[src/rtl/core/aes_pkg.sv]
`timescale 1ns / 1ps
package aes_pkg;

  localparam int DEF_MAX_EVENTS  = 32;
  localparam int DEF_WINDOW_DAYS = 7;

  localparam int DAY_W = 21;
  localparam int REQ_W = 2;
  localparam int POT_W = 16;
  localparam int SIM_W = 17;
  localparam int MUL_W = 64;
  localparam int MUL_B = 32;
  localparam int FRAC_W = 16;

  localparam logic [SIM_W-1:0] SIM_ONE = 17'h10000;

endpackage

[src/rtl/core/aes_combine.sv]
`timescale 1ns / 1ps
module aes_combine #(
  parameter int MAX_EVENTS  = aes_pkg::DEF_MAX_EVENTS,
  parameter int WINDOW_DAYS = aes_pkg::DEF_WINDOW_DAYS,
  localparam int IW = $clog2(MAX_EVENTS + 1),
  localparam int WW = $clog2(WINDOW_DAYS * MAX_EVENTS + 1)
) (
  input  logic                      clk_i,
  input  logic                      rst_ni,
  input  logic                      start_i,
  input  logic                      mode_i,
  input  logic [WW-1:0]             w0_i,
  input  logic [WW-1:0]             w1_i,
  input  logic [IW-1:0]             m0_i,
  input  logic [IW-1:0]             n0_i,
  input  logic [IW-1:0]             m1_i,
  input  logic [IW-1:0]             n1_i,
  output logic                      done_o,
  output logic [aes_pkg::SIM_W-1:0] sim_o
);

  localparam int MW = aes_pkg::MUL_W;
  localparam int BW = aes_pkg::MUL_B;
  localparam int FW = aes_pkg::FRAC_W;

  typedef enum logic [3:0] {
    OP_Q0, OP_Q1, OP_W0T, OP_P0, OP_W1T, OP_P1, OP_NUM0, OP_NUM1, OP_DEN0, OP_DEN1
  } op_e;

  typedef enum logic [2:0] {
    C_IDLE, C_LOAD, C_MUL, C_STORE, C_FIN, C_DIV
  } state_e;

  state_e state_q;
  op_e op_q;
  logic [MW-1:0] a_q, acc_q, q0_q, q1_q, r0_q, r1_q, num_q, den_q, rem_q;
  logic [BW-1:0] b_q;
  logic [$clog2(BW)-1:0] cnt_q;
  logic [FW-1:0] quo_q;
  logic [aes_pkg::SIM_W-1:0] sim_q;
  logic done_q;

  logic pres0, pres1, zero;
  logic [IW:0] t0, t1;
  logic [IW+1:0] tsum;
  logic [MW-1:0] opa, rem2;
  logic [BW-1:0] opb, kval;

  assign pres0 = (m0_i != '0) && (n0_i != '0);
  assign pres1 = (m1_i != '0) && (n1_i != '0);
  assign t0    = (IW+1)'(m0_i) + (IW+1)'(n0_i);
  assign t1    = (IW+1)'(m1_i) + (IW+1)'(n1_i);
  assign tsum  = (IW+2)'(t0) + (IW+2)'(t1);
  assign kval  = !mode_i ? BW'(2 * WINDOW_DAYS) * BW'(tsum) :
                 (pres0 && pres1) ? BW'(4 * WINDOW_DAYS) : BW'(2 * WINDOW_DAYS);
  assign zero  = !mode_i ? (tsum == '0) : (!pres0 && !pres1);
  assign rem2  = {rem_q[MW-2:0], 1'b0};

  always_comb begin
    opa = '0;
    opb = '0;
    unique case (op_q)
      OP_Q0: begin
        opa = pres0 ? MW'(m0_i) : MW'(1);
        opb = pres0 ? BW'(n0_i) : BW'(1);
      end
      OP_Q1: begin
        opa = pres1 ? MW'(m1_i) : MW'(1);
        opb = pres1 ? BW'(n1_i) : BW'(1);
      end
      OP_W0T: begin
        opa = MW'(w0_i);
        opb = BW'(t0);
      end
      OP_P0: begin
        opa = r0_q;
        opb = mode_i ? BW'(1) : BW'(t0);
      end
      OP_W1T: begin
        opa = MW'(w1_i);
        opb = BW'(t1);
      end
      OP_P1: begin
        opa = r1_q;
        opb = mode_i ? BW'(1) : BW'(t1);
      end
      OP_NUM0: begin
        opa = r0_q;
        opb = q1_q[BW-1:0];
      end
      OP_NUM1: begin
        opa = r1_q;
        opb = q0_q[BW-1:0];
      end
      OP_DEN0: begin
        opa = q0_q;
        opb = q1_q[BW-1:0];
      end
      OP_DEN1: begin
        opa = den_q;
        opb = kval;
      end
      default: ;
    endcase
  end

  always_ff @(posedge clk_i or negedge rst_ni) begin
    if (!rst_ni) begin
      state_q <= C_IDLE;
      op_q    <= OP_Q0;
      done_q  <= 1'b0;
      sim_q   <= '0;
      cnt_q   <= '0;
      a_q     <= '0;
      b_q     <= '0;
      acc_q   <= '0;
      q0_q    <= '0;
      q1_q    <= '0;
      r0_q    <= '0;
      r1_q    <= '0;
      num_q   <= '0;
      den_q   <= '0;
      rem_q   <= '0;
      quo_q   <= '0;
    end else begin
      done_q <= 1'b0;
      unique case (state_q)
        C_IDLE: begin
          if (start_i) begin
            op_q    <= OP_Q0;
            state_q <= C_LOAD;
          end
        end
        C_LOAD: begin
          a_q     <= opa;
          b_q     <= opb;
          acc_q   <= '0;
          cnt_q   <= '0;
          state_q <= C_MUL;
        end
        C_MUL: begin
          if (b_q[0]) begin
            acc_q <= acc_q + a_q;
          end
          a_q   <= {a_q[MW-2:0], 1'b0};
          b_q   <= {1'b0, b_q[BW-1:1]};
          cnt_q <= cnt_q + 1'b1;
          if (cnt_q == '1) begin
            state_q <= C_STORE;
          end
        end
        C_STORE: begin
          state_q <= C_LOAD;
          unique case (op_q)
            OP_Q0:   q0_q <= acc_q;
            OP_Q1:   q1_q <= acc_q;
            OP_W0T, OP_P0: r0_q <= acc_q;
            OP_W1T, OP_P1: r1_q <= acc_q;
            OP_NUM0: num_q <= acc_q;
            OP_NUM1: num_q <= num_q + acc_q;
            OP_DEN0: den_q <= acc_q;
            OP_DEN1: begin
              den_q   <= acc_q;
              state_q <= C_FIN;
            end
            default: ;
          endcase
          if (op_q != OP_DEN1) begin
            op_q <= op_e'(op_q + 1'b1);
          end
        end
        C_FIN: begin
          if (zero) begin
            sim_q   <= '0;
            done_q  <= 1'b1;
            state_q <= C_IDLE;
          end else if (num_q >= den_q) begin
            sim_q   <= aes_pkg::SIM_ONE;
            done_q  <= 1'b1;
            state_q <= C_IDLE;
          end else begin
            rem_q   <= num_q;
            quo_q   <= '0;
            cnt_q   <= '0;
            state_q <= C_DIV;
          end
        end
        C_DIV: begin
          if (rem2 >= den_q) begin
            rem_q <= rem2 - den_q;
            quo_q <= {quo_q[FW-2:0], 1'b1};
          end else begin
            rem_q <= rem2;
            quo_q <= {quo_q[FW-2:0], 1'b0};
          end
          cnt_q <= cnt_q + 1'b1;
          if (cnt_q == $clog2(BW)'(FW - 1)) begin
            state_q <= C_IDLE;
            done_q  <= 1'b1;
          end
        end
        default: state_q <= C_IDLE;
      endcase
      if (state_q == C_DIV && cnt_q == $clog2(BW)'(FW - 1)) begin
        sim_q <= {1'b0, quo_q[FW-2:0], rem2 >= den_q};
      end
    end
  end

  assign done_o = done_q;
  assign sim_o  = sim_q;

endmodule

[config.mk]
export PLATFORM = sky130hd
export DESIGN_NAME = aes_combine
export DESIGN_NICKNAME = d
export VERILOG_FILES = /design/src/rtl/core/aes_pkg.sv /design/src/rtl/core/aes_combine.sv
export SDC_FILE = /design/constraint.sdc
export NUM_CORES = 2
export LEC_CHECK = 0
export ABC_CLOCK_PERIOD_IN_PS = 4010
export BUFFER_PORTS_ARGS = -buffer_cell sky130_fd_sc_hd__buf_4
export CORE_ASPECT_RATIO = 1.75
export CORE_MARGIN = 2
export CORE_UTILIZATION = 45
export DETAILED_ROUTE_END_ITERATION = 10
export SETUP_SLACK_MARGIN = 0.15
export SYNTH_ARGS = -nofsm -noshare
export SYNTH_HDL_FRONTEND = slang
export SYNTH_SLANG_ARGS = --single-unit
[constraint.sdc]
create_clock -name clk_i -period 4.01 [get_ports clk_i]
set_input_delay 0.401 -clock clk_i [delete_from_list [all_inputs] [get_ports clk_i]]
set_output_delay 0.401 -clock clk_i [all_outputs]
set_load 0.01 [all_outputs]
After elaboration in Yosys (flattened, before gate mapping). Cells that the tools add are included.

Add/sub/neg operators: 8. Multiply operators: 1. Div/mod/pow operators: 0. $lt $le $gt $ge: 2. Equality and inequality tests: 24. Shifts and indexed selects: 0. Muxes and demuxes: 45. Bitwise operators: 0. Reduce and logical (&&, ||, !) cells: 40.

Operators with widths (number): 64-bit case mux with 8 select lines (1); 64-bit case mux with 2 select lines (3); 32-bit case mux with 9 select lines (1); 63-bit 2-to-1 mux (3); 64-bit adder (2); 64-bit >= comparator (2); 63-bit case mux with 2 select lines (1); 17-bit 2-to-1 mux (4); 64-bit 2-to-1 mux (1); 32-bit case mux with 2 select lines (1); 63-bit subtractor (1); 15-bit 2-to-1 mux (2); 15-bit case mux with 2 select lines (1); 6-bit 2-to-1 mux (4); 6-bit nonzero test (4); 3-bit 2-to-1 mux (6); 3-bit case mux with 6 select lines (1); 4-bit by 3-bit equality test with 1-bit output, second input constant (4); 2-bit AND reduction (8); 5-bit 2-to-1 mux (3); 5-bit case mux with 3 select lines (1); 6-bit by 6-bit adder with 7-bit output (2); 7-bit 2-to-1 mux (2); 2-bit inequality test, second input constant (7); other kinds (27) (55).

Register bits after elaboration: 620. Bits in latches: 0. Bits in writable memories: 0. Bits in read-only memories: 0. Input bits: 44. Output and inout port bits: 18. Word-level logic and storage cells: 136. Memories: 0.

Logic depth before layout (Yosys ltp).
Word-level depth: 8. Gate-level depth with buffers: 21.

Least setup slack after synthesis. OpenSTA, ideal clock, no wires.

Kind: in2reg. Start: input port m0_i[0]. End: register b_q[11]. Library setup time: 0.126 ns. Arrival: 4.403 ns. Data required time: 3.884 ns. Path slack: -0.519 ns. Stages on the path: 18. Path through: ha_1 > fa_1 > a21o_1 > a21oi_2 > xnor2_1 > xor3_1 > a221o_1 > xor2_1 > fa_1 > ha_1 > inv_1 > o21bai_1 > a21oi_1 > o21bai_1 > a211o_1 > nand3_1 > a21oi_1 > a221o_1.

Word-level cells in the longest chain between the ends: 6.

RTL lines: start, declared (line aes_combine.sv:14) `input logic [IW-1:0] m0_i,`; 6-bit by 6-bit adder with 7-bit output (line aes_combine.sv:51) `assign t0 = (IW+1)'(m0_i) + (IW+1)'(n0_i);`; 7-bit by 7-bit adder with 8-bit output (line aes_combine.sv:53) `assign tsum = (IW+2)'(t0) + (IW+2)'(t1);`; 3-bit by 8-bit multiplier with 11-bit output (line aes_combine.sv:54) `assign kval = !mode_i ? BW'(2 * WINDOW_DAYS) * BW'(tsum) :`; 12-bit 2-to-1 mux (line aes_combine.sv:54); 32-bit case mux with 9 select lines (line aes_combine.sv:62) `unique case (op_q)`; 32-bit case mux with 2 select lines (line aes_combine.sv:127) `unique case (state_q)`; end signal, assigned (line aes_combine.sv:136) `b_q <= opb;`; end signal, assigned (line aes_combine.sv:146) `b_q <= {1'b0, b_q[BW-1:1]};`; end, declared (line aes_combine.sv:37) `logic [BW-1:0] b_q;`.

Every way passes these cells. A chain may end at the register's enable or synchronous reset.

Worst setup path after layout.
Start: input port m1_i[3]. End: register b_q[11].

Word-level cells in the longest chain between the ends: 6.

RTL lines: start, declared (line aes_combine.sv:16) `input logic [IW-1:0] m1_i,`; 6-bit by 6-bit adder with 7-bit output (line aes_combine.sv:52) `assign t1 = (IW+1)'(m1_i) + (IW+1)'(n1_i);`; 7-bit by 7-bit adder with 8-bit output (line aes_combine.sv:53); 3-bit by 8-bit multiplier with 11-bit output (line aes_combine.sv:54); 12-bit 2-to-1 mux (line aes_combine.sv:54); 32-bit case mux with 9 select lines (line aes_combine.sv:62); 32-bit case mux with 2 select lines (line aes_combine.sv:127).

Every way passes these cells.

==> impl_metrics.tcl <==
set metrics [dict create \
    htree_levels 2 \
    grt_pass1_wl_um 219000 \
    start_kind "input port" \
    grt_overflow_total 0 \
    leakage_nw 21.7 \
    status "complete, no violations" \
    worst-endpoint-arrival_ps 4400 \
    detail-route-antenna-nets 0 \
    end_kind "register" \
    worstHoldEndpoint "a_q[7]$_DFFE_PN0P_" \
    clk_path_buf_depth 3 \
    period_needed_ps 3830 \
    hold_viol_final 0 \
    ys_ff_latch 620 \
    stdcell_count 5909 \
    worstPathRequired_ps 4580 \
    netlist_area_sq_um 40600 \
    ys_warn_count 0 \
    holdWs_ps 164 \
    antenna_found_initial 1 \
    grt_max_degree 129 \
    wire_per_inst_um 24.2 \
    synth_edf_count 0 \
    place_area_sq_um 45100 \
    fp.dieArea_sq_um 92600 \
    fin_util_pct 53.8 \
    synth_top_area_share_pct 38.3 \
    fin_nets 5027 \
    synthFlopType "dfrtp_1" \
    cts_root_buf "clkbuf_16" \
    vias 36900 \
    crit_fanout 3 \
    numCtsBuffers 61 \
    worst_slew_pin_slew_ps 1150 \
    reg2reg_slack_ps 220 \
    drive_gt1_share_pct 20.7 \
    synthDistinctLibCells 80 \
    fin_worst_skew_ps 24.8 \
    firstDrtPassIters 9 \
    maxSlewViolCount 0 \
    path_clk_slew_ps 80 \
    syn-instance-count 4393 \
    antennaDiodeCount 0 \
    power_density_nw_per_um2 343 \
    stdcell_area_sq_um 48000 \
    vias_per_cell 6.24 \
    synth.most_common_cell "dfrtp_1" \
    worst_slack_ps 176 \
    io_buffers 61 \
    routed_wirelength_um 143000 \
    grt_pass1_vias 37600 \
    hold_start "w0_i[7]" \
    dpl.hpwl_um 103000 \
    grt_usage_pct 30.5 \
    rr_worst_depth 15 \
    p_total_mw 16.5 \
    avgSynthCellArea_sq_um 9.23 \
    fin_tns_setup_ps 0 \
    initialDrtViolationCount 2961 \
    synth_commonest_cells "dfrtp_1 (620), nand2_1 (479), a21oi_1 (416), o21ai_0 (369), ha_1 (291)" \
    rows 145 \
    async_flop_share_pct 100 \
    dp_cells 5775 \
    clock_sinks 620 \
    finalCritPeriodShare_pct 95.6 \
    drcViolationCount 0 \
    slew_headroom_pct 23.3 \
    ir_drop_v 0.000370 \
    min_delay_path_depth 4 \
    syn2layout_area_growth_pct 18.3 \
    setup_viol 0 \
    clk_latency_ps 690 \
    rsz0062_at_grt "yes" \
    ioPinCount 62 \
    place_congestion 0.973 \
    maxCapViolCount 0 \
    tritoncts "done" \
    ys_top_cells_by_area "dfrtp_1 (38%), ha_1 (9.0%), mux2_2 (6.2%), a21oi_1 (5.1%), o21ai_0 (4.6%)" \
    worstReg2RegStart "a_q[0]$_DFFE_PN0P_" \
    synth.largest_area_cell "dfrtp_1" \
    initial_core_util_pct 45.4 \
    die_h_um 401 \
    die_w_um 231 \
    fmax_ghz 0.261 \
    crit_type "input port to register" \
    pre_cts_ws_ps -571 \
    core_sq_um 89300 \
    hold_class "input port to register" \
    r2r_end "acc_q[56]$_DFFE_PN0P_" \
    syn-num-nets 4740 \
    yosysSeqAreaShare_pct 38.3 \
]
routing by layer:
| layer | track usage [%] | wire, um |
|---|---|---|
| met1 | 33.3 | 53000 |
| met2 | 55.9 | 75000 |
| met3 | 2.56 | 5020 |
| met4 | 19.6 | 10000 |
| met5 | 0 | 0 |
repair_timing:
action	CTS	global route
resized for setup	27	98
setup buffers	1	14
endpoints found under the hold margin	59	0
pin swaps	4	37
hold buffers	1	0
endpoints found under the setup margin	61	97
cloned	2	0
power by group:
part | internal (mW) | switching, mW
clock | 3.61 | 2.82
combinational | 1.81 | 1.81
sequential | 6.36 | 0.0789
placed cells by master (no fill, tap or decap), types with 76 or more instances in the layout:
cell type / netlist / routed
a22oi_1: 76 / 76
dfrtp_1: 620 / 620
o21ai_0: 369 / 354
nand2_1: 479 / 474
a21oi_1: 416 / 399
inv_1: 149 / 141
a21o_1: 132 / 132
xor2_1: 83 / 78
xnor2_1: 99 / 97
buf_4: 3 / 447
nor2_1: 226 / 222
ha_1: 291 / 273
mux2_2: 222 / 222
worst max path at each step:
stage                                  start  slack (ps)               endpoint  cells past startpoint
final                                m1_i[3]         180    b_q[11]$_DFFE_PN0P_                     17
after global routing                 m1_i[3]          50    b_q[11]$_DFFE_PN0P_                     17
after CTS                 a_q[0]$_DFFE_PN0P_          90  acc_q[56]$_DFFE_PN0P_                     15
after detailed placement             m1_i[3]        -570    b_q[11]$_DFFE_PN0P_                     17
after global placement               m0_i[3]        -530    b_q[11]$_DFFE_PN0P_                     19
after floorplan                      m1_i[2]        -250    b_q[11]$_DFFE_PN0P_                     16
layout make-up:
class / count / area, sq um
Inverter: 150 / 563
Sequential cell: 620 / 15500
Clock inverter: 36 / 493
Timing Repair Buffer: 479 / 3940
Clock buffer: 80 / 1710
Tap cell: 1176 / 1470
Fill cell: 8252 / 41300
Multi-Input combinational cell: 3368 / 24300
logic make-up (layout without fill, tap and decap cells):
logic type	after synthesis	in the layout	synth area share, %
fa+ha+maj	303	303	9.57
flops	620	620	38.3
buf+inv	407	745	3.91
simple gates	1058	1060	11.8
xor+xnor	184	184	4.03
compound gates	1552	1552	25.1
mux	269	269	7.32
worst max-delay path, stage by stage:
cell and delay, ps:
buf_4 110, ha_1 330, o21ai_1 120, or4b_2 630, o2111ai_2 160, ha_1 300, a21o_1 200, a31oi_2 220
xnor2_2 180, fa_1 490, ha_4 270, a21oi_1 150, o21bai_1 110, a211o_1 310, nand3_2 60, a21oi_1 60
a221o_1 270
flip-flops by register name (all words and copies together), names as in the netlist, 17 cells and up:
signal  count
a_q        64
acc_q      64
den_q      64
num_q      64
q0_q       64
r0_q       64
r1_q       64
rem_q      63
b_q        32
q1_q       32
sim_o      17
No activity file was read; power rests on OpenSTA's default activity.
