$ cat config.mk
export PLATFORM = sky130hd
export DESIGN_NAME = aes_ram
export DESIGN_NICKNAME = d
export VERILOG_FILES = /design/src/rtl/core/aes_ram.sv
export SDC_FILE = /design/constraint.sdc
export NUM_CORES = 1
export LEC_CHECK = 0
export ABC_AREA = 1
export BUFFER_PORTS_ARGS = -buffer_cell sky130_fd_sc_hd__buf_2
export CAP_MARGIN = 20
export CORE_MARGIN = 3
export CORE_UTILIZATION = 40
export CTS_CLUSTER_SIZE = 24
export DETAILED_ROUTE_END_ITERATION = 10
export PLACE_DENSITY = 0.7
export SKIP_CTS_REPAIR_TIMING = 1
export SLEW_MARGIN = 10
export SYNTH_ARGS = -nofsm -noshare
export SYNTH_HDL_FRONTEND = slang
export SYNTH_SLANG_ARGS = --single-unit
$ cat constraint.sdc
create_clock -name clk_i -period 1.7 [get_ports clk_i]
set_input_delay 0.255 -clock clk_i [delete_from_list [all_inputs] [get_ports clk_i]]
set_output_delay 0.255 -clock clk_i [all_outputs]
set_load 0.02 [all_outputs]
$ cat src/rtl/core/aes_ram.sv
`timescale 1ns / 1ps
module aes_ram #(
  parameter int WIDTH = 8,
  parameter int DEPTH = 2,
  localparam int AW = (DEPTH > 1) ? $clog2(DEPTH) : 1
) (
  input  logic             clk_i,
  input  logic             we_i,
  input  logic [AW-1:0]    waddr_i,
  input  logic [WIDTH-1:0] wdata_i,
  input  logic [AW-1:0]    raddr_i,
  output logic [WIDTH-1:0] rdata_o
);

  logic [WIDTH-1:0] mem [DEPTH];
  logic [WIDTH-1:0] rdata_q;

  always_ff @(posedge clk_i) begin
    if (we_i) begin
      mem[waddr_i] <= wdata_i;
    end
    rdata_q <= mem[raddr_i];
  end

  assign rdata_o = rdata_q;

endmodule

## Word level (Yosys, flattened, before mapping)

Memories as Yosys holds them, arrays and structs flattened. A register that Yosys moved wholly into a read port is not among the register bits.
Index checks and enable logic that the tools add are counted.

- Mux-type cells: 2

Operator list:

| operator | number |
|---|---|
| 1-bit two-way mux | 2 |

- Bits of input ports: 12
- Flip-flop bits (word level): 0
- Memories kept: 1
- Word-level logic and storage cells: 3
- Output and inout port bits: 8
- Memory bits (writable): 16

Memory list:

| memory | depth | bits a word | read ports | clocked after Yosys merged registers in | wr ports | RTL line | RTL |
|---|---|---|---|---|---|---|---|
| mem | 2 | 8 | 1 | 1 | 1 | 15 | `logic [WIDTH-1:0] mem [DEPTH];` |

## Longest topological paths before layout

Gate-level depths: netlist (run 1).

- Depth in word-level cells: 2
- Gate-level depth with buffers: 4
- Gate-level depth less buffers: 3

## Worst setup path after synthesis (run 1)

Ideal clock, no wire load.

- Kind: in2reg
- Start: input port we_i
- End: memory mem[0][0], enable pin
- Arrival time: 0.644 ns
- Stages: 2
- Setup slack: 0.685 ns
- Data required time: 1.329 ns
- Path buffers: 0
- Library setup time: 0.371 ns
- Cells stage by stage: inv_1 nor2_1

- Longest elaborated chain between the ends: 2

Ends and longest elaborated chain:

| element | RTL line | RTL |
|---|---|---|
| start: declaration | 8 | `input logic we_i,` |
| 1-bit two-way mux | 19 | `if (we_i) begin` |
| 1-bit two-way mux (implied by the code) | 20 | `mem[waddr_i] <= wdata_i;` |
| end: declaration | 15 |  |

Every way passes these cells.

## Worst setup path after layout (run 1)

- Start: register rdata_q[1], in the netlist rdata_o[1] (read register of mem)
- End: output port rdata_o[1]

RTL lines:

| element | RTL line | RTL |
|---|---|---|
| start: declaration | 16 | `logic [WIDTH-1:0] rdata_q;` |
| end: declaration | 12 | `output logic [WIDTH-1:0] rdata_o` |

No word-level cell between the ends.

==> run_results.csv, run 1 <==
group,metric,value,unit
run_status,outcome,"finished, final reports clean",
pwr,cellLeakagePower,0.0004061,uW
worst_setup_path,endpoint_kind,"output port",
cts,path_clk_slew,0.11,ns
timing,tightest_slew,0.2789,ns
synthesis,synth_warnings,0,
worst_setup_path,cp_max_fo,1,
timing,setup_viol_count_final,0,
timing,hold_viol,0,
worst_hold_path,min_path_cells,1,
placed_design,hpwl,649.1,um
worst_setup_path,crit_slowest_cell,"dfxtp_1",
synthesis,ys_top_cells_by_area,"edfxtp_1 (63%), dfxtp_1 (21%), nand2_1 (12%)",
placed_design,io_buffer_count,19,
pwr,clock_power_share,24.2,%
synthesis,synth.most_common_cell,"nand2_1",
global_routing,track_usage,8.873,%
timing,fmax,965.3,MHz
synthesis,synth-edff-count,16,
route,via_per_inst,4.069,
cts,clock_path_buffers,2,
pwr,power.density,1102,nW/um^2
pwr,peakVddDrop,583.1,uV
worst_setup_path,startpoint_type,"register",
synthesis,yosysTopAreaCell,"edfxtp_1",
worst_setup_path,cp_slowest_stage_delay,0.33,ns
cts,cts_sinks,24,
timing,slew_viol_final,0,
pwr,switchingPower,213.8,uW
layout,drive_above_1_share,31.17,%
floorplan,die_h,49.61,um
cts,root_buffer,"clkbuf_4",
global_routing,gr-total-overflow,0,
layout,postLayoutCoreUtil,51.56,%
worst_hold_path,hold_end,"mem[0][6]",
global_routing,grt_max_degree,14,
timing,post-route-period-util,60.94,%
pwr,combPwrFrac,8.4,%
placed_design,place.gp.congestion,0.6738,
worst_setup_path,rr_worst_depth,2,
worst_setup_path,path_buf_inv,1,
synthesis,synth_commonest_cells,"nand2_1 (25), edfxtp_1 (16), dfxtp_1 (8), inv_1 (2)",
route,ant_nets,0,
worst_setup_path,crit_required,1.44,ns
timing,fin_crit,1.036,ns
synthesis,post_synth_inst_count,54,
layout,area_growth_syn_to_layout,19.57,%
synthesis,synth_ff_type,"edfxtp_1",
worst_setup_path,cp_top_family,"flip-flops",
layout,regArea,640.6,um^2
synthesis,ys_seq_area_share,84.21,%
worst_setup_path,r2r_slack,1.08,ns
floorplan,ios,20,
synthesis,syn-cell-area,760.7,um^2
global_routing,antenna_found_initial,0,
worst_hold_path,min_from,"wdata_i[6]",
route,post_drt_wl_per_cell,9.265,um
floorplan,rows,15,
cts,clock_latency,0.30,ns
floorplan,die_w,49.61,um
floorplan,die_area,2461,um^2
run,cap_violations,0,
worst_setup_path,cp_cell_sequence,"buf_2",
synthesis,synth.net_count,66,
route,dr.pass1.iters,2,
synthesis,synth_area_per_cell,14.09,um^2
timing,slew_headroom,81.39,%
route,routed_wl,945,um
worst_setup_path,criticalPathCategory,"register to output port",
route,routed-via-count,415,
worst_hold_path,hp-class,"input pin to register",
pwr,intPower,788.8,uW
synthesis,synth_cell_types,7,
pwr,seqPwrFrac,67.4,%
global_routing,grt_pass1_vias,378,
worst_setup_path,arrival,0.78,ns
synthesis,synth_async_sr_flop_share,0,%
synthesis,synth_top_area_share,63.16,%
timing,fin_setup_tns,0,ns
route,drc,0,
layout,filler_cell_count,164,
cts,numCtsBuffers,3,
layout,diodes,0,
cts,cts_tree,"yes",
layout,final_nets,90,
timing,rsz0062_at_grt,"no",
floorplan,initial_core_util,43.12,%
synthesis,yosys_register_bits,24,
pwr,switching_share,21.32,%
route,drt-initial-drc-count,15,
timing,skew,0.001147,ns
floorplan,core_area,1764,um^2
global_routing,grt_pass1_wl,1531,um
layout,multi_input_area,97.59,um^2
worst_setup_path,r2r_start,"mem[0][7]",
worst_setup_path,reg2reg_to,"rdata_o[7]",
cts,h-tree-depth,1,
==> power groups by stage <==
stage                     Sequential [uW]  Clock, uW  Combinational [uW]
final                                 676        243                84.0
after global routing                  680        281                94.6
after CTS                             676        247                85.9
after detailed placement              689          0                85.7
after global placement                689          0                84.4
after floorplan                       712          0                27.0
==> cell usage in the layout, fill, tap and decap left out, drive strengths merged <==
cell type   n
dfxtp       8
inv         3
nand2      25
edfxtp     16
buf        20
nor2        1
clkbuf      4
==> cell type report <==
| class | instances | area share, % |
|---|---|---|
| clock buffers | 4 | 2.889 |
| inverters | 3 | 1.238 |
| multi-input cells | 26 | 10.73 |
| flip-flops and latches | 24 | 70.43 |
| well taps | 25 | 3.439 |
| repair buffers | 20 | 11.28 |
==> per-layer routing <==
layer	vias up	global-route usage (%)	routed length [um]	part of all wire, %
li1	219	-	-	-
met1	175	9.200	355	38
met2	16	14.10	480	51
met3	5	3.625	73	7.7
met4	0	6.912	36	3.8
met5	-	0	0	0
==> kinds of logic (layout without fill, tap and decap cells) <==
| group | count (synthesis) | count (layout) | synth area share [%] |
|---|---|---|---|
| AND/OR/NAND/NOR | 26 | 26 | 12.83 |
| flip-flops | 24 | 24 | 84.21 |
| buffers and inverters | 4 | 27 | 2.960 |
==> flip-flops by register name (all words and copies together) (netlist names) <==
signal / cells
mem: 16
rdata_o: 8
==> worst max path at each step <==
| stage | endpoint | slack [ns] | depth (start not counted) | startpoint |
|---|---|---|---|---|
| after global placement | mem[1][2] | 0.77 | 3 | waddr_i |
| after floorplan | mem[0][0] | 0.69 | 2 | we_i |
| after CTS | rdata_o[1] | 0.65 | 1 | rdata_o[1] |
| after detailed placement | mem[0][2] | 0.73 | 3 | waddr_i |
| final | rdata_o[1] | 0.66 | 1 | rdata_o[1] |
| after global routing | rdata_o[7] | 0.59 | 1 | rdata_o[7] |
==> through the flow <==
step	area [um^2]	cells	worst slack (ns)	hold slack [ns]	power [uW]
after floorplan	760.7	54	0.6851	0.3539	738.8
after global placement	883.3	98	0.7695	0.4151	773.0
after detailed placement	883.3	98	0.7334	0.4220	774.7
after CTS	909.6	102	0.6500	0.1233	1009
after global routing	909.6	102	0.5941	0.1117	1055
final	909.6	102	0.6640	0.1265	1003
(Power assumes the default switching activity.)
==> run 2, diff against run 1 <==
- clock period: 1.7 -> 1 ns (I/O delays scaled with it)
==> run_results.csv, run 2 (synthesized netlist as in run 1, its figures left out) <==
group,metric,value,unit
pwr,cellLeakagePower,0.0004068,uW
pwr,switchingPower,365.2,uW
pwr,clock_power_share,24.3,%
placed_design,place_inst,98,
global_routing,grt_pass1_wl,1580,um
worst_setup_path,crit_slowest_cell,"dfxtp_1",
global_routing,gr-total-overflow,0,
route,dr.pass1.iters,2,
worst_setup_path,crit_required,0.85,ns
floorplan,rows,15,
timing,holdWs,0.02217,ns
route,drt-initial-drc-count,5,
worst_setup_path,endpoint_kind,"output port",
cts,numCtsBuffers,3,
worst_setup_path,path_buf_inv,1,
cts,clock_latency,0.31,ns
timing,post-route-period-util,93.09,%
pwr,fin_total_pwr,1708,uW
worst_setup_path,cp_max_fo,1,
timing,setup_viol_count_final,0,
cts,clock_path_buffers,2,
floorplan,initial_core_util,43.12,%
pwr,seqPwrFrac,67.2,%
floorplan,die_h,49.61,um
floorplan,die_w,49.61,um
route,via_per_inst,4.059,
floorplan,ios,20,
timing,slew_viol_final,0,
route,routed-via-count,414,
floorplan,die_area,2461,um^2
worst_setup_path,startpoint_type,"register",
pwr,switching_share,21.38,%
cts,path_clk_slew,0.12,ns
layout,layout_commonest_cell,"nand2_1",
layout,drive_above_1_share,31.17,%
run,cap_violations,0,
pwr,combPwrFrac,8.5,%
cts,h-tree-depth,1,
run_status,outcome,"finished, final reports clean",
layout,largest_register_ffs,16,
pwr,power.density,1873,nW/um^2
placed_design,io_buffer_count,19,
route,ant_nets,0,
worst_setup_path,cp_top_family,"flip-flops",
layout,diodes,0,
global_routing,antenna_found_initial,0,
floorplan,core_area,1764,um^2
timing,hold_viol,0,
worst_setup_path,cp_slowest_stage_delay,0.32,ns
cts,root_buffer,"clkbuf_4",
layout,instances_no_fill,102,
placed_design,place.gp.congestion,0.6738,
layout,final_nets,90,
worst_setup_path,arrival,0.78,ns
cts,cts_tree,"yes",
timing,fmax,1074,MHz
timing,rsz0062_at_grt,"no",
worst_hold_path,hp-class,"input pin to register",
timing,fin_crit,0.9309,ns
layout,area_growth_syn_to_layout,19.90,%
global_routing,track_usage,9.132,%
worst_setup_path,criticalPathCategory,"register to output port",
timing,slew_headroom,81.45,%
layout,largest_register,"mem",
pwr,peakVddDrop,1043,uV
route,post_drt_wl_per_cell,9.010,um
timing,tightest_slew,0.2779,ns
global_routing,grt_max_degree,14,
layout,layout_common_cells,"nand2_1 (25), buf_2 (18), edfxtp_1 (16)",
route,routed_wl,919,um
timing,fin_setup_tns,0,ns
placed_design,hpwl,649.4,um
route,drc,0,
global_routing,grt_pass1_vias,379,
worst_setup_path,cp_cell_sequence,"buf_2",
cts,cts_sinks,24,
timing,skew,0.002490,ns
pwr,intPower,1343,uW
[run 2: worst paths after layout]
kind,depth (start not counted),to,slack (ns),start
max,1,rdata_o[0],0.07,rdata_o[0]
min,1,mem[0][6],0.02,wdata_i[6]
max reg2reg,2,rdata_o[6],0.41,mem[0][6]
min reg2reg,2,rdata_o[4],0.44,mem[0][4]
[run 2: worst reg2reg max path: stages, from the launching register on]
cell	delay (ns)
edfxtp_1	0.37
nand2_1	0.08
nand2_1	0.05
[run 2: cell type report]
class	instances	area [um^2]
inverters	3	11.26
repair buffers	20	105.1
well taps	25	31.28
flip-flops and latches	24	640.6
clock buffers	4	26.28
multi-input cells	26	97.59
fillers	162	852.1
[run 2: routing by layer]
layer | global-route usage, % | share of wire, %
met1 | 10.40 | 39
met4 | 8.295 | 4.4
met3 | 2.719 | 6.7
met2 | 13.66 | 49
met5 | 0 | 0
[run 2: power groups by stage]
stage	Sequential [uW]	Combinational [uW]	Clock, uW
floorplan	1210	45.9	0
global placement	1170	143	0
detailed placement	1170	145	0
CTS	1150	146	422
global route	1160	163	483
finish	1150	145	415
[run 2: through the flow]
step	instance area [um^2]	utilization (%)	worst slack [ns]
6_report	912.1	51.70	0.06913
5_1_grt	912.1	51.70	0.009066
4_1_cts	909.6	51.56	0.05285
3_5_place_dp	883.3	50.07	0.1384
3_3_place_gp	883.3	50.07	0.1745
2_1_floorplan	760.7	-	0.09010
==> run 3, diff against run 2 <==
- ABC_AREA: 1 -> unset
==> run_results.csv, run 3 <==
group,metric,value,unit
floorplan,die_h,50.29,um
synthesis,ys_seq_area_share,81.66,%
synthesis,synth_commonest_cells,"edfxtp_1 (16), dfxtp_1 (8), mux2_4 (8)",
cts,cts_sinks,24,
timing,setup_ws,0.06530,ns
synthesis,synth_top_area_share,61.24,%
timing,fin_crit,0.9347,ns
route,dr.pass1.iters,2,
layout,area_growth_syn_to_layout,20.57,%
layout,final_nets,72,
floorplan,core_area,1783,um^2
synthesis,synthMuxAreaShare,15.31,%
floorplan,die_area,2529,um^2
worst_setup_path,path_buf_inv,1,
layout,layout_common_cells,"buf_2 (18), edfxtp_1 (16), mux2_4 (8), dfxtp_1 (8), clkbuf_4 (3)",
layout,largest_register_ffs,16,
worst_setup_path,endpoint_kind,"output port",
timing,post-route-period-util,93.47,%
worst_setup_path,crit_required,0.85,ns
cts,path_clk_slew,0.12,ns
synthesis,synth.net_count,47,
global_routing,track_usage,8.801,%
route,drc,0,
layout,stdcell_area,945.9,um^2
timing,skew,0.01207,ns
cts,numCtsBuffers,3,
floorplan,initial_core_util,44.00,%
global_routing,gr-total-overflow,0,
worst_setup_path,cp_top_family,"flip-flops",
pwr,power.density,1835,nW/um^2
synthesis,post_synth_inst_count,35,
synthesis,synth-edff-count,16,
route,post_drt_wl_per_cell,12.39,um
worst_setup_path,rr_worst_depth,1,
timing,rsz0062_at_grt,"no",
route,via_per_inst,4.452,
layout,layout_commonest_cell,"buf_2",
route,drt-initial-drc-count,8,
worst_setup_path,startpoint_type,"register",
pwr,peakVddDrop,1055,uV
synthesis,synth_top_family_by_area,"multiplexers",
worst_setup_path,cp_max_fo,1,
synthesis,synth_xor_area_share,0,%
timing,fmax,1070,MHz
cts,clock_path_buffers,2,
synthesis,synth_area_per_cell,22.41,um^2
global_routing,grt_max_degree,14,
synthesis,synth_ff_type,"edfxtp_1",
placed_design,placed_cell_area,907.1,um^2
layout,diodes,0,
synthesis,synth.most_common_cell,"edfxtp_1",
layout,drive_above_1_share,52.54,%
global_routing,antenna_found_initial,0,
worst_setup_path,cp_cell_sequence,"buf_2",
run,cap_violations,0,
placed_design,place.gp.congestion,0.6844,
placed_design,post-place-ws,0.06840,ns
worst_setup_path,crit_slowest_cell,"dfxtp_1",
synthesis,synth_cell_types,6,
global_routing,grt_pass1_vias,319,
floorplan,rows,15,
cts,clock_latency,0.31,ns
timing,tightest_slew,0.3748,ns
synthesis,ys_top_cells_by_area,"edfxtp_1 (61%), dfxtp_1 (20%), mux2_4 (15%)",
route,routed-via-count,374,
worst_setup_path,worst-path-stages,1,
cts,cts_tree,"yes",
placed_design,io_buffer_count,19,
route,routed_wl,1041,um
timing,setup_viol_count_final,0,
synthesis,syn-cell-area,784.5,um^2
timing,hold_viol,0,
cts,root_buffer,"clkbuf_4",
route,ant_nets,0,
worst_setup_path,criticalPathCategory,"register to output port",
pwr,fin_total_pwr,1736,uW
floorplan,die_w,50.29,um
synthesis,synth_async_sr_flop_share,0,%
layout,postLayoutCoreUtil,53.05,%
timing,slew_headroom,75.01,%
layout,largest_register,"mem",
worst_hold_path,min_path_cells,1,
worst_setup_path,arrival,0.78,ns
synthesis,yosysTopAreaCell,"edfxtp_1",
timing,fin_setup_tns,0,ns
pwr,cellLeakagePower,0.0003881,uW
synthesis,synthAdderAreaFrac,0,%
cts,h-tree-depth,1,
synthesis,synth_compound_area_share,0,%
run_status,outcome,"finished, final reports clean",
worst_setup_path,cp_slowest_stage_delay,0.33,ns
synthesis,synthSimpleGateAreaFrac,1.595,%
worst_hold_path,hp-class,"input pin to register",
synthesis,yosys_register_bits,24,
floorplan,ios,20,
timing,slew_viol_final,0,
synthesis,synth_warnings,0,
global_routing,grt_pass1_wl,1469,um
-- run 3: cell types whose count changed after synthesis --
cell / delta
mux2_4: +8
inv_1: -2
nand2_1: -25
inv_2: -1
nor2b_1: +1
nor2_1: -1
and2_1: +1
-- run 3: stage by stage --
step	instances	hold WS, ns
final	84	0.02464
after detailed placement	79	0.3442
after CTS	83	0.01138
after global routing	84	0.0004675
after floorplan	35	0.2489
after global placement	79	0.3428
-- run 3: layer usage --
metal | track usage (%) | part of all wire [%]
met2 | 13.91 | 55
met5 | 0 | 0
met4 | 9.677 | 2.2
met3 | 3.561 | 6.4
met1 | 8.008 | 36
-- run 3: cell families after synthesis --
kind of cell | Yosys count
buffers and inverters | 1
muxes | 8
and+or+nand+nor | 2
DFF | 24
-- run 3: area by class of cell --
class	count	area (um^2)
clock buffer	4	26.28
fill	140	837.1
multi-input combinational	10	132.6
sequential	24	640.6
tap	25	31.28
timing repair buffer	21	115.1
-- run 3: final timing paths --
kind	from	slack, ns	to
worst min-delay path	wdata_i[1]	0.02	mem[1][1]
worst min register to register	mem[0][3]	0.48	rdata_o[3]
worst max-delay path	rdata_o[0]	0.07	rdata_o[0]
worst max register to register	mem[1][5]	0.21	rdata_o[5]
-- run 3: where the power goes --
part	internal [uW]	switching (uW)
Combinational	86.8	85.4
Sequential	1140	18.0
Clock	155	254
