<file path="config.mk">
export PLATFORM = sky130hd
export DESIGN_NAME = aes_solver
export DESIGN_NICKNAME = d
export VERILOG_FILES = /design/src/rtl/core/aes_pkg.sv /design/src/rtl/core/aes_ram.sv /design/src/rtl/core/aes_solver.sv
export SDC_FILE = /design/constraint.sdc
export NUM_CORES = 2
export LEC_CHECK = 0
export BUFFER_PORTS_ARGS = -buffer_cell sky130_fd_sc_hd__buf_2
export CAP_MARGIN = 20
export CORE_MARGIN = 2
export CORE_UTILIZATION = 45
export DETAILED_ROUTE_END_ITERATION = 8
export GPL_TIMING_DRIVEN = 0
export HOLD_SLACK_MARGIN = 0.03
export SLEW_MARGIN = 10
export SYNTH_ARGS = -nofsm -noshare
export SYNTH_HDL_FRONTEND = slang
export SYNTH_SLANG_ARGS = --single-unit
</file>
<file path="constraint.sdc">
create_clock -name clk_i -period 10 [get_ports clk_i]
set_input_delay 2 -clock clk_i [delete_from_list [all_inputs] [get_ports clk_i]]
set_output_delay 2 -clock clk_i [all_outputs]
set_load 0.03 [all_outputs]
</file>
<file path="src/rtl/core/aes_pkg.sv">
`timescale 1ns / 1ps
package aes_pkg;

  localparam int DEF_MAX_EVENTS  = 32;
  localparam int DEF_WINDOW_DAYS = 7;

  localparam int DAY_W = 21;
  localparam int REQ_W = 2;
  localparam int POT_W = 16;
  localparam int SIM_W = 17;
  localparam int MUL_W = 64;
  localparam int MUL_B = 32;
  localparam int FRAC_W = 16;

  localparam logic [SIM_W-1:0] SIM_ONE = 17'h10000;

endpackage

</file>
<file path="src/rtl/core/aes_ram.sv">
`timescale 1ns / 1ps
module aes_ram #(
  parameter int WIDTH = 8,
  parameter int DEPTH = 2,
  localparam int AW = (DEPTH > 1) ? $clog2(DEPTH) : 1
) (
  input  logic             clk_i,
  input  logic             we_i,
  input  logic [AW-1:0]    waddr_i,
  input  logic [WIDTH-1:0] wdata_i,
  input  logic [AW-1:0]    raddr_i,
  output logic [WIDTH-1:0] rdata_o
);

  logic [WIDTH-1:0] mem [DEPTH];
  logic [WIDTH-1:0] rdata_q;

  always_ff @(posedge clk_i) begin
    if (we_i) begin
      mem[waddr_i] <= wdata_i;
    end
    rdata_q <= mem[raddr_i];
  end

  assign rdata_o = rdata_q;

endmodule

</file>
<file path="src/rtl/core/aes_solver.sv">
`timescale 1ns / 1ps
module aes_solver #(
  parameter int MAX_EVENTS  = aes_pkg::DEF_MAX_EVENTS,
  parameter int WINDOW_DAYS = aes_pkg::DEF_WINDOW_DAYS,
  localparam int IW  = $clog2(MAX_EVENTS + 1),
  localparam int CW  = (MAX_EVENTS > 1) ? $clog2(MAX_EVENTS) : 1,
  localparam int DAW = CW + 2,
  localparam int WW  = $clog2(WINDOW_DAYS * MAX_EVENTS + 1)
) (
  input  logic                              clk_i,
  input  logic                              rst_ni,
  input  logic                              start_i,
  input  logic                              cat_i,
  input  logic [IW-1:0]                     m_i,
  input  logic [IW-1:0]                     n_i,
  output logic [DAW-1:0]                    day_raddr_o,
  input  logic signed [aes_pkg::DAY_W-1:0]  day_rdata_i,
  output logic                              done_o,
  output logic [WW-1:0]                     weight_o
);

  localparam int PW  = aes_pkg::POT_W;
  localparam int DW  = aes_pkg::DAY_W;
  localparam int KW  = $clog2(WINDOW_DAYS + 1);
  localparam int CEW = 2 * PW + 2 * IW + 1;
  localparam logic signed [PW-1:0] INF = {1'b0, {(PW-1){1'b1}}};

  typedef enum logic [4:0] {
    S_IDLE, S_INIT, S_RST_RD, S_RST_WR, S_STEP_RD, S_STEP_GOT, S_PREP,
    S_SCAN_RD, S_SCAN_GOT, S_UPD_RD, S_UPD_GOT, S_UPD_ROW,
    S_AUG_RD, S_AUG_GOT, S_AUG_GOT2, S_TOT_RD, S_TOT_GOT, S_TOT_D1, S_TOT_D2
  } state_e;

  function automatic logic [KW-1:0] pair_wt(input logic signed [DW-1:0] a,
                                            input logic signed [DW-1:0] b,
                                            input logic ok);
    logic signed [DW:0] d;
    logic [DW:0] g;
    d = (DW+1)'(a) - (DW+1)'(b);
    g = d[DW] ? -d : d;
    if (ok && g < (DW+1)'(WINDOW_DAYS)) begin
      pair_wt = KW'((DW+1)'(WINDOW_DAYS) - g);
    end else begin
      pair_wt = '0;
    end
  endfunction

  state_e state_q;
  logic [IW-1:0] i_q, j_q, j0_q, j1_q, i0_q, own_q, size_q, m_q, n_q;
  logic signed [PW-1:0] delta_q, u_q;
  logic signed [DW-1:0] rday_q;
  logic [WW-1:0] total_q;
  logic [CEW-1:0] cq_q;
  logic cat_q, done_q;

  logic col_we, row_we;
  logic [IW-1:0] col_waddr, col_raddr, row_waddr, row_raddr;
  logic [CEW-1:0] col_wdata, col_rdata;
  logic [PW-1:0] row_wdata, row_rdata;

  logic signed [PW-1:0] c_v, c_mn, nmn;
  logic [IW-1:0] c_own, c_way, own_m1, j_m1;
  logic c_used, upd, nlt, last_j;
  logic [KW-1:0] wt;
  logic signed [PW+1:0] cur;
  logic [1:0] la, lb;

  assign c_used = col_rdata[0];
  assign c_mn   = col_rdata[PW:1];
  assign c_way  = col_rdata[PW+IW:PW+1];
  assign c_own  = col_rdata[PW+2*IW:PW+IW+1];
  assign c_v    = col_rdata[CEW-1:PW+2*IW+1];
  assign own_m1 = c_own - IW'(1);
  assign j_m1   = j_q - IW'(1);
  assign la     = {cat_q, 1'b0};
  assign lb     = {cat_q, 1'b1};
  assign last_j = (j_q == size_q);

  assign wt  = pair_wt(rday_q, day_rdata_i,
                       (state_q == S_TOT_D2) || ((i0_q <= m_q) && (j_q <= n_q)));
  assign cur = $signed(-(PW+2)'(wt)) - (PW+2)'(u_q) - (PW+2)'(c_v);
  assign upd = cur < (PW+2)'(c_mn);
  assign nmn = upd ? cur[PW-1:0] : c_mn;
  assign nlt = nmn < delta_q;

  always_comb begin
    col_we      = 1'b0;
    col_waddr   = j_q;
    col_wdata   = '0;
    col_raddr   = j_q;
    row_we      = 1'b0;
    row_waddr   = j_q;
    row_wdata   = '0;
    row_raddr   = c_own;
    day_raddr_o = {lb, j_m1[CW-1:0]};
    unique case (state_q)
      S_INIT: begin
        col_we    = 1'b1;
        col_wdata = {{PW{1'b0}}, {IW{1'b0}}, {IW{1'b0}}, INF, 1'b0};
        row_we    = 1'b1;
      end
      S_RST_WR: begin
        col_we    = 1'b1;
        col_wdata = {c_v, (j_q == '0) ? i_q : c_own, c_way, INF, 1'b0};
      end
      S_STEP_RD, S_AUG_RD: col_raddr = j0_q;
      S_STEP_GOT: begin
        if (c_own == '0) begin
          col_raddr = c_way;
        end else begin
          col_we      = 1'b1;
          col_waddr   = j0_q;
          col_wdata   = {c_v, c_own, c_way, c_mn, 1'b1};
          day_raddr_o = {la, own_m1[CW-1:0]};
        end
      end
      S_SCAN_GOT: begin
        if (!c_used) begin
          col_we    = 1'b1;
          col_wdata = {c_v, c_own, upd ? j0_q : c_way, nmn, 1'b0};
        end
      end
      S_UPD_GOT: begin
        col_we = 1'b1;
        if (c_used) begin
          col_wdata = {c_v - delta_q, c_own, c_way, c_mn, 1'b1};
        end else begin
          col_wdata = {c_v, c_own, c_way, c_mn - delta_q, 1'b0};
        end
      end
      S_UPD_ROW: begin
        row_we    = 1'b1;
        row_waddr = own_q;
        row_wdata = row_rdata + delta_q;
      end
      S_AUG_GOT: col_raddr = c_way;
      S_AUG_GOT2: begin
        col_we    = 1'b1;
        col_waddr = j0_q;
        col_wdata = {cq_q[CEW-1:PW+2*IW+1], c_own, cq_q[PW+IW:0]};
      end
      S_TOT_GOT: day_raddr_o = {la, own_m1[CW-1:0]};
      default: ;
    endcase
  end

  aes_ram #(.WIDTH(CEW), .DEPTH(MAX_EVENTS + 1)) u_col_ram (
    .clk_i   (clk_i),
    .we_i    (col_we),
    .waddr_i (col_waddr),
    .wdata_i (col_wdata),
    .raddr_i (col_raddr),
    .rdata_o (col_rdata)
  );

  aes_ram #(.WIDTH(PW), .DEPTH(MAX_EVENTS + 1)) u_row_ram (
    .clk_i   (clk_i),
    .we_i    (row_we),
    .waddr_i (row_waddr),
    .wdata_i (row_wdata),
    .raddr_i (row_raddr),
    .rdata_o (row_rdata)
  );

  always_ff @(posedge clk_i or negedge rst_ni) begin
    if (!rst_ni) begin
      state_q <= S_IDLE;
      done_q  <= 1'b0;
      i_q     <= '0;
      j_q     <= '0;
      j0_q    <= '0;
      j1_q    <= '0;
      i0_q    <= '0;
      own_q   <= '0;
      size_q  <= '0;
      m_q     <= '0;
      n_q     <= '0;
      cat_q   <= 1'b0;
      total_q <= '0;
      delta_q <= '0;
      u_q     <= '0;
      rday_q  <= '0;
      cq_q    <= '0;
    end else begin
      done_q <= 1'b0;
      unique case (state_q)
        S_IDLE: begin
          if (start_i) begin
            cat_q   <= cat_i;
            m_q     <= m_i;
            n_q     <= n_i;
            size_q  <= (m_i > n_i) ? m_i : n_i;
            j_q     <= '0;
            total_q <= '0;
            state_q <= S_INIT;
          end
        end
        S_INIT: begin
          if (last_j) begin
            i_q     <= IW'(1);
            j_q     <= '0;
            state_q <= S_RST_RD;
          end else begin
            j_q <= j_q + IW'(1);
          end
        end
        S_RST_RD: state_q <= S_RST_WR;
        S_RST_WR: begin
          if (last_j) begin
            j0_q    <= '0;
            state_q <= S_STEP_RD;
          end else begin
            j_q     <= j_q + IW'(1);
            state_q <= S_RST_RD;
          end
        end
        S_STEP_RD: state_q <= S_STEP_GOT;
        S_STEP_GOT: begin
          if (c_own == '0) begin
            cq_q    <= col_rdata;
            j1_q    <= c_way;
            state_q <= S_AUG_GOT2;
          end else begin
            i0_q    <= c_own;
            state_q <= S_PREP;
          end
        end
        S_PREP: begin
          u_q     <= $signed(row_rdata);
          rday_q  <= day_rdata_i;
          delta_q <= INF;
          j1_q    <= '0;
          j_q     <= IW'(1);
          state_q <= S_SCAN_RD;
        end
        S_SCAN_RD: state_q <= S_SCAN_GOT;
        S_SCAN_GOT: begin
          if (!c_used && nlt) begin
            delta_q <= nmn;
            j1_q    <= j_q;
          end
          if (last_j) begin
            j_q     <= '0;
            state_q <= S_UPD_RD;
          end else begin
            j_q     <= j_q + IW'(1);
            state_q <= S_SCAN_RD;
          end
        end
        S_UPD_RD: state_q <= S_UPD_GOT;
        S_UPD_GOT: begin
          if (c_used) begin
            own_q   <= c_own;
            state_q <= S_UPD_ROW;
          end else if (last_j) begin
            j0_q    <= j1_q;
            state_q <= S_STEP_RD;
          end else begin
            j_q     <= j_q + IW'(1);
            state_q <= S_UPD_RD;
          end
        end
        S_UPD_ROW: begin
          if (last_j) begin
            j0_q    <= j1_q;
            state_q <= S_STEP_RD;
          end else begin
            j_q     <= j_q + IW'(1);
            state_q <= S_UPD_RD;
          end
        end
        S_AUG_RD: state_q <= S_AUG_GOT;
        S_AUG_GOT: begin
          cq_q    <= col_rdata;
          j1_q    <= c_way;
          state_q <= S_AUG_GOT2;
        end
        S_AUG_GOT2: begin
          j0_q <= j1_q;
          if (j1_q != '0) begin
            state_q <= S_AUG_RD;
          end else if (i_q == size_q) begin
            j_q     <= IW'(1);
            state_q <= S_TOT_RD;
          end else begin
            i_q     <= i_q + IW'(1);
            j_q     <= '0;
            state_q <= S_RST_RD;
          end
        end
        S_TOT_RD: state_q <= S_TOT_GOT;
        S_TOT_GOT: begin
          if (c_own != '0 && c_own <= m_q && j_q <= n_q) begin
            state_q <= S_TOT_D1;
          end else if (last_j) begin
            done_q  <= 1'b1;
            state_q <= S_IDLE;
          end else begin
            j_q     <= j_q + IW'(1);
            state_q <= S_TOT_RD;
          end
        end
        S_TOT_D1: begin
          rday_q  <= day_rdata_i;
          state_q <= S_TOT_D2;
        end
        S_TOT_D2: begin
          total_q <= total_q + WW'(wt);
          if (last_j) begin
            done_q  <= 1'b1;
            state_q <= S_IDLE;
          end else begin
            j_q     <= j_q + IW'(1);
            state_q <= S_TOT_RD;
          end
        end
        default: state_q <= S_IDLE;
      endcase
    end
  end

  assign done_o   = done_q;
  assign weight_o = total_q;

endmodule

</file>
# ---- Word-level counts from Yosys, hierarchy flattened
# Memory sizes are Yosys's and may differ from the RTL's. A register that Yosys moved wholly into a read port is not among the register bits.
# Index checks and enable logic that the tools add are counted.
dict set report word_totals {
  in_bits 37
  elab_cells 172
  out_inout_bits 16
  mem_count 2
  register_bits 167
  mem_bits_rw 2013
}
dict set report op_classes {
  bitwise_logic 1
  eq_ne 29
  n_reduce_logical 36
  add_sub_neg 14
  mux 66
  order_cmp 7
}
# memory depth word_bits read_ports rd_clocked_by_memory_dff wr line_no
set memory_table {}
lappend memory_table {u_col_ram.mem 33 45 1 1 1 aes_ram.sv:15} ;# logic [WIDTH-1:0] mem [DEPTH];
lappend memory_table {u_row_ram.mem 33 16 1 1 1 aes_ram.sv:15}
# op count
set ops {}
lappend ops {{45-bit one-hot mux with 6 select lines} 1}
lappend ops {{45-bit 2-to-1 mux} 4}
lappend ops {{6-bit 2-to-1 mux} 21}
lappend ops {{5-bit one-hot mux with 19 select lines} 1}
lappend ops {{45-bit one-hot mux with 2 select lines} 1}
lappend ops {{16-bit 2-to-1 mux} 3}
lappend ops {{6-bit one-hot mux with 4 select lines} 2}
lappend ops {{6-bit one-hot mux with 7 select lines} 1}
lappend ops {{5-bit by 4-bit equality test with 1-bit output, second input constant} 8}
lappend ops {{6-bit one-hot mux with 2 select lines} 3}
lappend ops {{18-bit by 16-bit subtractor with 18-bit output} 2}
lappend ops {{16-bit one-hot mux with 2 select lines} 1}
lappend ops {{16-bit subtractor} 2}
lappend ops {{4-bit 2-to-1 mux} 7}
lappend ops {{22-bit by 3-bit < comparator with 1-bit output, second input constant} 1}
lappend ops {{22-bit 2-to-1 mux} 1}
lappend ops {{22-bit negator} 1}
lappend ops {{21-bit by 21-bit subtractor with 22-bit output} 1}
lappend ops {{5-bit by 3-bit equality test with 1-bit output, second input constant} 4}
lappend ops {{6-bit less-or-equal comparator} 3}
lappend ops {{18-bit by 16-bit < comparator with 1-bit output} 1}
lappend ops {{2-bit != test, second input constant} 9}
lappend ops {{3-bit negator with 18-bit output} 1}
lappend ops {{6-bit one-hot mux with 3 select lines} 1}
lappend ops {{35 further kinds} 73}

# ---- Logic depth before layout (Yosys ltp)
dict set report depth {
  ltp_word 15
  ltp_mapped 51
  ltp_nobuf 48
}

# ---- By module
# Synthesis repeated with hierarchy kept, for this count alone.
dict set report unflattened {
  cells_unflattened 6056
  area_unflattened_um2 94966.1
}
# module n_inst cells_each area_per_inst_um2
set modules_own_cells {}
lappend modules_own_cells {{aes_ram (u_col_ram)} 1 3091 58852.7}
lappend modules_own_cells {{aes_ram (u_row_ram)} 1 1132 21071.5}
lappend modules_own_cells {aes_solver 1 1833 15041.9}

# ---- Worst setup path after synthesis
# Ideal clock, no wire load.
dict set report synth_timing {
  kind {input-to-reg}
  from {input port day_rdata_i[0] (netlist bit)}
  to {register j1_q[0]}
  required_time_ns 9.875
  n_path_buf 2
  path_slack_ns -2.676
  t_arrival_ns 12.552
  cell_stages 48
  setup_time_ns 0.125
  path_cell_list {ha_1 > fa_1 > nand2b_1 > a21oi_2 > nor4b_1 > or3b_1 > clkbuf_1 > nor4_2 > nand3_1 > or4_1 > or3_1 > a31oi_1 > and4_4 > nand3_1 > fa_1 > ha_1 > fa_1 > a21o_1 > (+12 left out) > nor2_1 > nand2_1 > o21ai_1 > clkbuf_1 > mux2i_1 > inv_1 > ha_1 > a21o_1 > a21o_1 > a21oi_1 > nor2b_1 > o21ai_0 > nand2b_1 > a221o_1 > nor2_1 > a21oi_1 > nor3_1 > mux2_2}
}
dict set report synth_between {
  elab_chain_len 15
}
# item line_no
set synth_rtl {}
lappend synth_rtl {{start: declaration} aes_solver.sv:17} ;# input logic signed [aes_pkg::DAY_W-1:0] day_rdata_i,
lappend synth_rtl {{21-bit by 21-bit subtractor with 22-bit output *} aes_solver.sv:39} ;# d = (DW+1)'(a) - (DW+1)'(b);
lappend synth_rtl {{22-bit negator} aes_solver.sv:40} ;# g = d[DW] ? -d : d;
lappend synth_rtl {{22-bit 2-to-1 mux *} aes_solver.sv:40}
lappend synth_rtl {{22-bit by 3-bit < comparator with 1-bit output} aes_solver.sv:41} ;# if (ok && g < (DW+1)'(WINDOW_DAYS)) begin
lappend synth_rtl {{1-bit logical AND} aes_solver.sv:41}
lappend synth_rtl {{3-bit 2-to-1 mux *} aes_solver.sv:41}
lappend synth_rtl {{3-bit negator with 18-bit output *} aes_solver.sv:81} ;# assign cur = $signed(-(PW+2)'(wt)) - (PW+2)'(u_q) - (PW+2)'(c_v);
lappend synth_rtl {{18-bit by 16-bit subtractor with 18-bit output * (2 in series)} aes_solver.sv:81}
lappend synth_rtl {{18-bit by 16-bit < comparator with 1-bit output} aes_solver.sv:82} ;# assign upd = cur < (PW+2)'(c_mn);
lappend synth_rtl {{16-bit 2-to-1 mux *} aes_solver.sv:83} ;# assign nmn = upd ? cur[PW-1:0] : c_mn;
lappend synth_rtl {{16-bit < comparator *} aes_solver.sv:84} ;# assign nlt = nmn < delta_q;
lappend synth_rtl {{1-bit logical AND *} aes_solver.sv:238} ;# if (!c_used && nlt) begin
lappend synth_rtl {{2-bit != test (no line) *} -}
lappend synth_rtl {{3-bit AND reduction (no line) *} -}
lappend synth_rtl {{end signal: assignment} aes_solver.sv:221} ;# j1_q <= c_way;
lappend synth_rtl {{end signal: assignment} aes_solver.sv:240} ;# j1_q <= j_q;
lappend synth_rtl {{end signal: assignment} aes_solver.sv:275} ;# j1_q <= c_way;
lappend synth_rtl {{end: declaration} aes_solver.sv:49} ;# logic [IW-1:0] i_q, j_q, j0_q, j1_q, i0_q, own_q, size_q, m_q, n_q;
# Every way passes the cells marked *; elsewhere a longest branch is shown, timed or not.
# A chain may end at the register's enable or synchronous reset.

# ---- Worst setup path after layout
dict set report layout_timing {
  from {input port day_rdata_i[2] (netlist bit)}
  to {register j1_q[4]}
}
# The elaborated chain is that of the path after synthesis.

==> results.sh <==
export IMPL_dp_cells=9574
export IMPL_post_route_min_period_ns=11.43
export IMPL_yosys_area_share_simple_pct=7.86
export IMPL_grt_overflow=0
export IMPL_die_y_um=465
export IMPL_dp_hpwl_um=207000
export IMPL_hp_class="reg2reg"
export IMPL_status="finished, violations left"
export IMPL_grt_pass1_vias=59270
export IMPL_stdcell_count=10116
export IMPL_synth_xor_area_share_pct=0.832
export IMPL_clkSlewWorstSetupHoldPaths_ns=0.06
export IMPL_cts_root_buf="clkbuf_16"
export IMPL_die_x_um=465
export IMPL_top_usage_layer="met2"
export IMPL_grt_pass1_wl_um=423000
export IMPL_slowest_delay_ns=0.56
export IMPL_synth_compound_area_share_pct=11.3
export IMPL_hold_viol=0
export IMPL_crit_end="j1_q[4]"
export IMPL_place_area_mm2=0.103
export IMPL_grt_met1_usage_pct=35.9
export IMPL_startpoint="day_rdata_i[2]"
export IMPL_ys_types=96
export IMPL_worstHoldPathCells=2
export IMPL_worst_skew_pair_late_latency_ns=0.90
export IMPL_grt_max_degree=92
export IMPL_clock_sinks=2235
export IMPL_io_buffers=52
export IMPL_slew_headroom_pct=-31.6
export IMPL_cts_tree="built"
export IMPL_syn_num_nets=6778
export IMPL_postRouteAntennaNets=0
export IMPL_synth_edf_count=2013
export IMPL_clock_fmax_mhz=87.5
export IMPL_r2r_end="j1_q[4]"
export IMPL_final_nets=7312
export IMPL_cts_buffers=227
export IMPL_worst_setup_path_start_kind="input pin"
export IMPL_drcViolationCount=0
export IMPL_start_util_pct=45.1
export IMPL_power_density_mw_per_mm2=167
export IMPL_grt_met2_usage_pct=43.1
export IMPL_power_leakage_nw=35.2
export IMPL_die_area_mm2=0.216
export IMPL_rr_worst_depth=48
export IMPL_fill_cells=17184
export IMPL_ys_flop_type="edfxtp_1"
export IMPL_synth_fa_ha_area_share_pct=2.50
export IMPL_muxShareOfSynthArea_pct=6.26
export IMPL_synth_cells=6555
export IMPL_core_area_mm2=0.212
export IMPL_skew_ns=0.0670
export IMPL_drtPass1Iterations=8
export IMPL_cap_violations=4
export IMPL_reg2reg_slack_ns=-0.59
export IMPL_path_class="in2reg"
export IMPL_drt_initial_drc_count=7736
export IMPL_drv_slew=25
export IMPL_grt_antenna_before_repair=18
export IMPL_cpMostUsedCell="a21oi_2"
export IMPL_placementRows=169
export IMPL_ys_seq_area_share_pct=68.8
export IMPL_synth_top_family_by_area="compound AO/OA/AOI/OAI gates"
export IMPL_setup_viol=582
export IMPL_failed_checks="max-capacitance violations, max-slew violations, negative setup slack"
export IMPL_ys_ff_latch=2235
export IMPL_vias=61094
export IMPL_drive_gt1_share_pct=17.1
export IMPL_required_ns=10.76
export IMPL_wl_um=301000
export IMPL_vias_per_cell=6.04
export IMPL_cp_end_kind="flip-flop"
export IMPL_grt_use_total_pct=27.1
export IMPL_synthesis_area_mm2=0.0955
export IMPL_reg2reg_from="rday_q[0]"
export IMPL_worst_pin_slew_ns=1.96
export IMPL_cp_data_arrival_time_ns=12.19
export IMPL_place_gp_congestion=0.922
export IMPL_ios=53
export IMPL_synthArstFlopShare_pct=7.20
export IMPL_areaGrowthSynthToFinish_pct=17.6
export IMPL_met3_usage_pct=5.33
export IMPL_cp_slowest_cell="or4_4"
export IMPL_setup_ws_ns=-1.43
export IMPL_syn_avg_cell_area_um2=14.6
export IMPL_fin_crit_sh_pct=114
export IMPL_final_util_pct=53.1
export IMPL_rsz0062_at_grt="true"
export IMPL_ir_worst_vdd_v=0.000189
export IMPL_clock_path_buffers=3
export IMPL_yosysWarnings=0
export IMPL_wl_per_cell_um=29.8
export IMPL_htree_levels=4
export IMPL_finish_instance_area_mm2=0.112
export IMPL_worstPathMaxFanout=7
flip-flops by register name, summed over array words and instances, names as in the netlist:
name and flops:
u_col_ram.mem 1485, u_row_ram.mem 528, u_col_ram.rdata_o 45, cq_q 39
rday_q 21, delta_q 16, u_q 16, u_row_ram.rdata_o 16
weight_o 8, i0_q 6, i_q 6, j0_q 6
j1_q 6, j_q 6, m_q 6, n_q 6
own_q 6, size_q 6, state_q 5, cat_q 1
done_o 1
cells in the final DEF (no fill, tap or decap), types with 61 or more instances in the layout:
cell,synthesis,layout
mux4_2,160,160
clkbuf_16,0,234
ha_1,178,169
dfxtp_1,61,61
mux2i_1,151,138
a31oi_1,201,197
mux2_2,77,69
nand2_1,742,740
o21ai_0,127,107
buf_2,68,122
and2_1,367,366
a21oi_1,153,144
buf_4,25,75
clkbuf_1,287,335
a211oi_1,592,591
a311oi_1,91,91
buf_12,0,85
nor2_1,223,140
a21o_1,84,84
inv_1,169,160
dfrtp_1,161,161
edfxtp_1,2013,2013
critical path, delay by kind of cell:
| family | cells | cell delay [ns] |
|---|---|---|
| compound gates | 20 | 3.74 |
| simple gates | 11 | 2.78 |
| fa+ha+maj | 6 | 1.96 |
| buf+inv | 7 | 0.87 |
| mux | 2 | 0.72 |
| xor+xnor | 1 | 0.10 |
power by group:
group | total (mW) | internal [mW] | leakage [nW] | switching [mW]
clock network | 8.42 | 4.69 | 3.54 | 3.73
registers | 10.0 | 10.0 | 18.2 | 0.00245
logic | 0.249 | 0.103 | 13.5 | 0.146
total | 18.7 | 14.8 | 35.2 | 3.88
cell usage after synthesis (30+ instances only):
library cell | number | area (um^2)
a311oi_1 | 91 | 797
inv_1 | 169 | 634
nor3_1 | 40 | 200
edfxtp_1 | 2013 | 60400
dfxtp_1 | 61 | 1220
mux2_2 | 77 | 867
mux2i_1 | 151 | 1510
mux4_2 | 160 | 3600
a211oi_1 | 592 | 4440
nand2_1 | 742 | 2790
o21ai_0 | 127 | 636
xnor2_1 | 52 | 455
a31oi_1 | 201 | 1260
nand2b_1 | 37 | 231
ha_1 | 178 | 2230
buf_1 | 30 | 113
buf_2 | 68 | 340
nand3_1 | 52 | 260
dfrtp_1 | 161 | 4030
a21o_1 | 84 | 631
nor2_1 | 223 | 837
and2_1 | 367 | 2300
xor2_1 | 35 | 307
a21oi_1 | 153 | 766
clkbuf_1 | 287 | 1080
final cells by class:
type,instances,area (um^2),share of cell area [%]
timing repair buffer,297,4220,3.75
clock buffer,289,6030,5.36
inverter,170,646,0.575
clock inverter,137,1340,1.19
multi-input combinational,3744,29100,25.9
antenna,9,22.5,0.0200
timing repair inverter,2,15.0,0.0134
tap,2821,3530,3.14
sequential,2235,65700,58.5
buffer,412,1810,1.61
repair_timing:
action,in CTS,in global routing
gates resized for setup,70,47
buffers inserted,58,25
endpoints found under the setup margin,748,748
pin swaps,52,41
hold buffers,0,0
gates cloned,7,8
worst min-delay path by stage:
stage	startpoint	end	slack [ns]
floorplan	u_row_ram.rdata_o[0]	u_q[0]	0.42
global placement	u_row_ram.mem[32][8]	u_row_ram.rdata_o[8]	0.43
detailed placement	u_row_ram.mem[32][11]	u_row_ram.rdata_o[11]	0.44
CTS	u_row_ram.mem[32][6]	u_row_ram.rdata_o[6]	0.44
global route	u_row_ram.mem[32][0]	u_row_ram.rdata_o[0]	0.48
finish	u_row_ram.mem[32][6]	u_row_ram.rdata_o[6]	0.43
per-layer routing:
metal | share of wire (%) | wire [um]
met1 | 39 | 118000
met3 | 9.3 | 28100
met4 | 5.4 | 16100
met5 | 0.0076 | 23
met2 | 46 | 139000
kinds of logic after synthesis:
group / after synthesis
xor+xnor: 89
compound gates: 1484
flops: 2235
simple gates: 1589
buf+inv: 584
fa+ha+maj: 186
mux: 388
per-stage QoR:
stage          hold WS (ns)  setup slack (ns)  setup TNS (ns)  total power [mW]
2_1_floorplan         0.416             -1.48          -44.44              10.4
3_3_place_gp          0.428             -3.94        -1580.84              10.4
3_5_place_dp          0.437             -3.48        -1365.66              10.5
4_1_cts               0.440             -1.27         -135.46              18.8
5_1_grt               0.478             -1.76         -386.81              19.2
6_report              0.432             -1.43         -189.34              18.7
Note: power is estimated with default switching activity, not from simulation.
